<file path="config.mk">
export PLATFORM = sky130hd
export DESIGN_NAME = random_excursion_variant_counter
export DESIGN_NICKNAME = d
export VERILOG_FILES = /design/src/rtl/rexv_pkg.sv /design/src/rtl/rexv_cell.sv /design/src/rtl/random_excursion_variant_counter.sv
export SDC_FILE = /design/constraint.sdc
export NUM_CORES = 2
export LEC_CHECK = 0
export BUFFER_PORTS_ARGS = -buffer_cell sky130_fd_sc_hd__buf_2
export CAP_MARGIN = 10
export CORE_MARGIN = 5
export CORE_UTILIZATION = 50
export CTS_CLUSTER_DIAMETER = 80
export DETAILED_ROUTE_END_ITERATION = 6
export GPL_TIMING_DRIVEN = 0
export PLACE_DENSITY_LB_ADDON = 0.15
export SYNTH_ARGS = -nofsm -noshare
export SYNTH_HDL_FRONTEND = slang
export SYNTH_SLANG_ARGS = --single-unit
</file>
<file path="constraint.sdc">
create_clock -name clk -period 20.2 [get_ports clk]
set_input_delay 2.02 -clock clk [delete_from_list [all_inputs] [get_ports clk]]
set_output_delay 2.02 -clock clk [all_outputs]
set_load 0.02 [all_outputs]
</file>
<file path="src/rtl/rexv_pkg.sv">
// ----------------------------------------------------------------------------
// Random excursion variant counter package
// Shared widths, word types and the state numbering of the counting cells.
// ----------------------------------------------------------------------------
package rexv_pkg;

    localparam int STATE_LIMIT = 9;
    localparam int COUNT_WIDTH = 24;
    localparam int NUM_STATES  = 2 * STATE_LIMIT;
    localparam int IDX_W       = $clog2(NUM_STATES);
    localparam int WALK_W      = COUNT_WIDTH + 1;
    localparam int STATE_W     = 5;
    localparam int MINCYC_W    = 24;

    localparam logic [MINCYC_W-1:0]    MINCYC_RESET = MINCYC_W'(500);
    localparam logic [COUNT_WIDTH-1:0] COUNT_MAX    = {COUNT_WIDTH{1'b1}};

    typedef struct packed {
        logic bit_value;
        logic final_bit;
    } in_word_t;

    typedef struct packed {
        logic signed [STATE_W-1:0] state_value;
        logic [COUNT_WIDTH-1:0]    visit_count;
        logic [COUNT_WIDTH-1:0]    cycle_count;
        logic                      too_few_cycles;
        logic                      last_of_run;
    } out_word_t;

    typedef struct packed {
        logic step;
        logic load;
        logic shift;
    } rexv_cell_ctrl_t;

    function automatic logic signed [STATE_W-1:0] state_of(input logic [IDX_W-1:0] idx);
        logic signed [STATE_W:0] s;
        if (int'(idx) < STATE_LIMIT)
        begin
            s = (STATE_W+1)'(int'(idx) - STATE_LIMIT);
        end
        else
        begin
            s = (STATE_W+1)'(int'(idx) - STATE_LIMIT + 1);
        end
        return s[STATE_W-1:0];
    endfunction

    function automatic logic [COUNT_WIDTH-1:0] sat_inc(input logic [COUNT_WIDTH-1:0] v);
        return (v == COUNT_MAX) ? COUNT_MAX : v + COUNT_WIDTH'(1);
    endfunction

endpackage

</file>
<file path="src/rtl/rexv_cell.sv">
// ----------------------------------------------------------------------------
// Random excursion variant counting cell
// Holds the visit count of one walk state and one stage of the readout chain.
// ----------------------------------------------------------------------------
module rexv_cell
    import rexv_pkg::*;
(
    input  logic                   clk,
    input  logic                   rst_n,
    input  rexv_cell_ctrl_t        ctrl,
    input  logic                   hit,
    input  logic [COUNT_WIDTH-1:0] rd_in,
    output logic [COUNT_WIDTH-1:0] rd_out
);

    logic [COUNT_WIDTH-1:0] cnt_reg;
    logic [COUNT_WIDTH-1:0] cnt_next;
    logic [COUNT_WIDTH-1:0] cnt_upd;
    logic [COUNT_WIDTH-1:0] rd_reg;
    logic [COUNT_WIDTH-1:0] rd_next;

    always_comb
    begin
        cnt_upd = (ctrl.step && hit) ? sat_inc(cnt_reg) : cnt_reg;
        cnt_next = ctrl.load ? '0 : cnt_upd;
        if (ctrl.load)
        begin
            rd_next = cnt_upd;
        end
        else if (ctrl.shift)
        begin
            rd_next = rd_in;
        end
        else
        begin
            rd_next = rd_reg;
        end
    end

    always_ff @(posedge clk or negedge rst_n)
    begin
        if (!rst_n)
        begin
            cnt_reg <= '0;
        end
        else
        begin
            cnt_reg <= cnt_next;
        end
    end

    always_ff @(posedge clk)
    begin
        rd_reg <= rd_next;
    end

    assign rd_out = rd_reg;

endmodule

</file>
<file path="src/rtl/random_excursion_variant_counter.sv">
// ----------------------------------------------------------------------------
// Random excursion variant counter
// Counts walk cycles and visits to each state of a +1/-1 random walk.
// ----------------------------------------------------------------------------
// One sequence bit enters per input word, handshaken by in_valid and in_stall.
// A bit is taken every cycle unless stalled; each one moves the walk sum and
// bumps at most one counter cell in the same cycle. A word with final_bit set
// closes the run: the counts are copied into the readout chain and the counters
// start over at zero, so the next run can begin in the very next cycle.
// The readout gives 18 output words, states -9 to 9 without 0, starting in the
// cycle after the final bit and shifting one word out per cycle along the
// cell chain. A new final bit is stalled only while a readout is still going.
// When out_stall is high the current output word holds and the chain stops.
// The min_cycles register is written through cfg_we and cfg_data; the user
// must write it only while idle, the block does not enforce this. Reset clears
// the walk and the counters and stops the readout; min_cycles returns to 500.
// ----------------------------------------------------------------------------
module random_excursion_variant_counter
    import rexv_pkg::*;
(
    input  logic                clk,
    input  logic                rst_n,
    input  logic                in_valid,
    output logic                in_stall,
    input  in_word_t            in_word,
    output logic                out_valid,
    input  logic                out_stall,
    output out_word_t           out_word,
    input  logic                cfg_we,
    input  logic [MINCYC_W-1:0] cfg_data
);

    localparam logic signed [WALK_W-1:0] WALK_MAX = {1'b0, {COUNT_WIDTH{1'b1}}};
    localparam logic signed [WALK_W-1:0] WALK_MIN = {1'b1, {COUNT_WIDTH{1'b0}}};
    localparam logic [IDX_W-1:0]         IDX_LAST = IDX_W'(NUM_STATES - 1);

    logic signed [WALK_W-1:0] walk_reg;
    logic signed [WALK_W-1:0] walk_next;
    logic [COUNT_WIDTH-1:0]   zr_reg;
    logic [COUNT_WIDTH-1:0]   zr_next;
    logic [COUNT_WIDTH-1:0]   zr_upd;
    logic [MINCYC_W-1:0]      min_cycles_reg;
    logic                     busy_reg;
    logic [IDX_W-1:0]         idx_reg;
    logic [COUNT_WIDTH-1:0]   cyc_reg;
    logic                     few_reg;
    logic                     in_acc;
    logic                     out_acc;
    logic                     load;
    rexv_cell_ctrl_t          ctrl;
    logic [NUM_STATES-1:0]    hit;
    logic [COUNT_WIDTH-1:0]   chain [NUM_STATES+1];

    assign in_stall = busy_reg && in_word.final_bit;
    assign in_acc   = in_valid && !in_stall;
    assign out_acc  = busy_reg && !out_stall;
    assign load     = in_acc && in_word.final_bit;

    always_comb
    begin
        if (in_word.bit_value)
        begin
            walk_next = (walk_reg == WALK_MAX) ? walk_reg : walk_reg + WALK_W'(1);
        end
        else
        begin
            walk_next = (walk_reg == WALK_MIN) ? walk_reg : walk_reg - WALK_W'(1);
        end
        // On the last bit J gains one either way: a return to zero or the closing rule.
        zr_upd = (walk_next == '0 || in_word.final_bit) ? sat_inc(zr_reg) : zr_reg;
        zr_next = zr_reg;
        if (in_acc)
        begin
            zr_next = load ? '0 : zr_upd;
        end
    end

    genvar k;
    generate
        for (k = 0; k < NUM_STATES; k++)
        begin : g_cell
            assign hit[k] = (walk_next == WALK_W'(state_of(IDX_W'(k))));

            rexv_cell u_cell
            (
                .clk    (clk),
                .rst_n  (rst_n),
                .ctrl   (ctrl),
                .hit    (hit[k]),
                .rd_in  (chain[k+1]),
                .rd_out (chain[k])
            );
        end
    endgenerate

    assign chain[NUM_STATES] = '0;

    always_comb
    begin
        ctrl.step  = in_acc;
        ctrl.load  = load;
        ctrl.shift = out_acc;
    end

    always_ff @(posedge clk or negedge rst_n)
    begin
        if (!rst_n)
        begin
            walk_reg       <= '0;
            zr_reg         <= '0;
            min_cycles_reg <= MINCYC_RESET;
            busy_reg       <= 1'b0;
            idx_reg        <= '0;
        end
        else
        begin
            if (cfg_we)
            begin
                min_cycles_reg <= cfg_data;
            end
            if (in_acc)
            begin
                walk_reg <= load ? '0 : walk_next;
            end
            zr_reg <= zr_next;
            if (load)
            begin
                busy_reg <= 1'b1;
                idx_reg  <= '0;
            end
            else if (out_acc)
            begin
                if (idx_reg == IDX_LAST)
                begin
                    busy_reg <= 1'b0;
                end
                idx_reg <= idx_reg + IDX_W'(1);
            end
        end
    end

    always_ff @(posedge clk)
    begin
        if (load)
        begin
            cyc_reg <= zr_upd;
            few_reg <= (zr_upd < min_cycles_reg);
        end
    end

    assign out_valid = busy_reg;

    always_comb
    begin
        out_word.state_value    = state_of(idx_reg);
        out_word.visit_count    = chain[0];
        out_word.cycle_count    = cyc_reg;
        out_word.too_few_cycles = few_reg;
        out_word.last_of_run    = (idx_reg == IDX_LAST);
    end

endmodule

</file>
==> reports/metrics.yaml <==
critical_path:
  critical_path.n_buffers_inverters: 4
  worst_r2r_endpoint: "few_reg"
  worstPathRequired_ns: 20.75
  kind_of_start_point_of_the_critical_path: "primary input"
  cp.arrival_ns: 8.94
  worst_r2r_path_depth: 24
  timing.critical_path.max_delay_family: "simple AND/OR/NAND/NOR gates"
  r2r_start: "walk_reg[0]"
  cp_max_fo: 10
  cp-end-kind: "flip-flop"
  slowest_delay_ns: 0.85
  cp_slowest_cell: "sky130_fd_sc_hd__nor3_1"
  critical-path-top-cell-by-count: "sky130_fd_sc_hd__a21oi_1"
  flop_to_flop_setup_slack_ns: 12.57
  path_cells: "buf_2 > clkbuf_1 > nor3_1 > nand4_1 > or3_1 > a21oi_1 > o22ai_1 > nor4_2 > buf_2 > nand4_1 > a21oi_1 > buf_2 > a21oi_1 > a41oi_1 > ha_1 > nor2b_1 > o21ai_0 > nand2b_1 > a21oi_1 > nor2b_1 > o21ai_0 > o311ai_0 > a31oi_1"
  class_of_the_most_critical_setup_path: "in -> reg"
final_layout:
  utilization_pct: 56.57
  num-fill-cells: 9075
  num-nets-final: 5670
  area_growth_pct: 12.05
  final_cells: 7043
  sequential_cell_area_in_the_final_layout_sq_um: 26520
  multi_input_comb_area_sq_um: 22270
  drive_gt1_share_pct: 7.917
cts:
  ctsResizeCount: 0
  clk-insertion-delay-late_ns: 0.72
  cts_max_level: 3
  cts-root-buf: "sky130_fd_sc_hd__clkbuf_16"
  clk_transition_reported_paths_ns: 0.06
  postCtsHoldBufs: 0
  cts_inserted_buffers: 107
  post_cts_repair_timing_setup_buffer_count: 0
  cts_num_sinks: 968
  clock_path_buffers: 3
  clock_tree_from_tritoncts: "built"
floorplan:
  row_count: 116
  start_util_pct: 50.49
  die_width_um: 328.5
  die_area_sq_um: 107900
  boundaryPins: 88
  core_area_sq_um: 100400
  die_height_um: 328.5
worst_hold_path:
  min_path_type: "reg -> reg"
  hp-start: "min_cycles_reg[5]"
  min_path_cells: 2
  hold-path-endpoint: "min_cycles_reg[5]"
power_and_ir_drop:
  p_total_uw: 4982
  p_per_area_nw_per_um2: 87.68
  leakage_uw: 0.02136
  worst_ir_drop_on_vdd_v: 0.00007390
grt:
  grt_first_pass_wirelength_mm: 271.2
  antenna_violations_before_repair: 5
  globalRouteTotalUtil_pct: 33.11
  largest_net_degree_at_the_start_of_global_routing: 106
  grt_pass1_vias: 42650
  grt_remaining_overflow: 0
synthesis:
  leading_register_cell_type_out_of_synthesis: "sky130_fd_sc_hd__dfrtp_1"
  syn-mean-instance-area_sq_um: 9.440
  synth.cell_area_sq_um: 50710
  synth_async_sr_flop_share_pct: 52.79
  synth-seq-cells: 968
  synth_enable_flop_cells: 457
  synth-seq-area-share_pct: 52.29
  postSynthCellCount: 5372
  synth_nets: 5451
  synth_cell_types: 86
  synthesis.yosys.warnings: 0
sta:
  timing.final.setup_violations: 0
  finalHoldViolations: 0
  finalClockSkew_ns: 0.04053
  setup_repair_after_global_routing_missed_its_margin: "false"
  fin_tns_setup_ns: 0
  final-max-slew-violation-count: 6
  finalCritPeriodShare_pct: 41.51
  clock.fmax_mhz: 119.3
  final_period_minus_worst_setup_slack_ns: 8.385
  maxSlewHeadroom_pct: -4.956
  worst_slew_pin_slew_ns: 1.574
  fin_worst_hold_slack_ns: 0.5066
routing:
  detail_route.drc_violations: 1
  drt-initial-drc-count: 5904
  antenna_violating_nets_remaining: 0
  wl_per_cell_um: 26.07
  routed_via_density: 6.385
  drt-pass1-iter-count: 7
  via_count: 44970
  routed_wirelength_mm: 183.6
outcome:
  outcome: "finished with violations"
  violations: "design-rule violations, max-slew violations"
placed_design:
  gpl.final_weighted_congestion: 0.9852
  io_buffers: 85
  dpl.cell_count: 6838
  dp_hpwl_mm: 131.5
job:
  cap_viol_max_count: 0
worst max-delay path by stage:
stage                                               to  startpoint  slack, ns  cells after the start
after floorplan             g_cell[0].u_cell.rd_out[0]    in_valid      10.84                      8
after global placement    g_cell[12].u_cell.cnt_reg[3]       rst_n       5.34                      1
after detailed placement                       few_reg  in_word[1]      11.29                     23
after CTS                                      few_reg  in_word[1]      11.94                     23
after global routing                           few_reg  in_word[1]      11.47                     23
final                                          few_reg  in_word[1]      11.81                     23
area by class of cell:
| class | count | share of cell area [%] |
|---|---|---|
| timing repair buffer | 110 | 1.607 |
| antenna | 2 | 0.008808 |
| buffer | 362 | 2.693 |
| inverter | 117 | 0.7729 |
| multi-input combinational | 3925 | 39.18 |
| tap | 1357 | 2.988 |
| clock buffer | 147 | 5.228 |
| clock inverter | 55 | 0.8478 |
| sequential | 968 | 46.67 |
worst min-delay path: cells and delay by family (launching register included):
kind            cells  cell delay (ns)
flops               1             0.36
compound gates      1             0.08
buf+inv             1             0.06
kinds of logic (layout without fill, tap and decap cells):
kind of cell	Yosys count	after routing	synth area share, %
simple gates	2453	2453	23.86
other cells	0	2	0
flops	968	968	52.29
compound gates	1128	1128	13.33
xor+xnor	169	169	2.919
mux	127	127	2.541
fa+ha+maj	48	48	1.184
buf+inv	479	791	3.876
routing by layer:
layer	wire, um	global-route usage (%)	vias to the layer above
met1	74080	44.47	22000
met4	11790	17.79	2
met3	15370	5.948	541
li1	-	-	20190
met5	13	0	-
met2	82340	51.42	2238
stage by stage:
step	worst slack, ns	cell area (sq um)
global placement	5.340	52840
global route	11.47	56820
detailed placement	11.29	53360
floorplan	10.84	50710
CTS	11.94	56810
finish	11.81	56820
layout by cell type, fill, tap and decap left out, types with 109 or more instances in the layout:
| cell type | instances |
|---|---|
| sky130_fd_sc_hd__buf_2 | 116 |
| sky130_fd_sc_hd__edfxtp_1 | 457 |
| sky130_fd_sc_hd__and3_1 | 165 |
| sky130_fd_sc_hd__a31oi_1 | 162 |
| sky130_fd_sc_hd__nand3_1 | 190 |
| sky130_fd_sc_hd__dfrtp_1 | 505 |
| sky130_fd_sc_hd__o21ai_0 | 282 |
| sky130_fd_sc_hd__nor4_1 | 157 |
| sky130_fd_sc_hd__a21oi_1 | 327 |
| sky130_fd_sc_hd__inv_1 | 117 |
| sky130_fd_sc_hd__clkbuf_1 | 315 |
| sky130_fd_sc_hd__nand4_1 | 132 |
| sky130_fd_sc_hd__mux2i_1 | 113 |
| sky130_fd_sc_hd__nor2_1 | 598 |
| sky130_fd_sc_hd__clkbuf_16 | 109 |
| sky130_fd_sc_hd__nand2_1 | 622 |
| sky130_fd_sc_hd__nor3_1 | 270 |
| sky130_fd_sc_hd__xnor2_1 | 158 |
power by group:
group / internal (uW) / switching (uW) / total [uW] / leakage [uW]
sequential: 2270 / 72.1 / 2340 / 0.0116
combinational: 189 / 506 / 695 / 0.00806
clock: 1120 / 830 / 1950 / 0.00169
synthesized netlist by cell type (31+ instances only):
| library cell | count | share of area, % |
|---|---|---|
| sky130_fd_sc_hd__inv_1 | 117 | 0.87 |
| sky130_fd_sc_hd__o21ai_0 | 282 | 2.8 |
| sky130_fd_sc_hd__nor2_1 | 598 | 4.4 |
| sky130_fd_sc_hd__buf_2 | 31 | 0.31 |
| sky130_fd_sc_hd__and4_1 | 38 | 0.66 |
| sky130_fd_sc_hd__clkbuf_1 | 290 | 2.1 |
| sky130_fd_sc_hd__nand4_1 | 132 | 1.6 |
| sky130_fd_sc_hd__and2_1 | 60 | 0.74 |
| sky130_fd_sc_hd__edfxtp_1 | 457 | 27 |
| sky130_fd_sc_hd__mux2i_1 | 113 | 2.2 |
| sky130_fd_sc_hd__o31ai_1 | 60 | 0.89 |
| sky130_fd_sc_hd__o21ai_1 | 49 | 0.48 |
| sky130_fd_sc_hd__a31oi_1 | 162 | 2.0 |
| sky130_fd_sc_hd__ha_1 | 48 | 1.2 |
| sky130_fd_sc_hd__nand2_1 | 622 | 4.6 |
| sky130_fd_sc_hd__or3_1 | 50 | 0.62 |
| sky130_fd_sc_hd__o22ai_1 | 58 | 0.72 |
| sky130_fd_sc_hd__nor3_1 | 270 | 2.7 |
| sky130_fd_sc_hd__nand3_1 | 190 | 1.9 |
| sky130_fd_sc_hd__xnor2_1 | 158 | 2.7 |
| sky130_fd_sc_hd__a21oi_1 | 327 | 3.2 |
| sky130_fd_sc_hd__or4_1 | 33 | 0.49 |
| sky130_fd_sc_hd__and3_1 | 165 | 2.0 |
| sky130_fd_sc_hd__dfrtp_1 | 505 | 25 |
| sky130_fd_sc_hd__nor4_1 | 161 | 2.0 |
(Power assumes the default switching activity.)
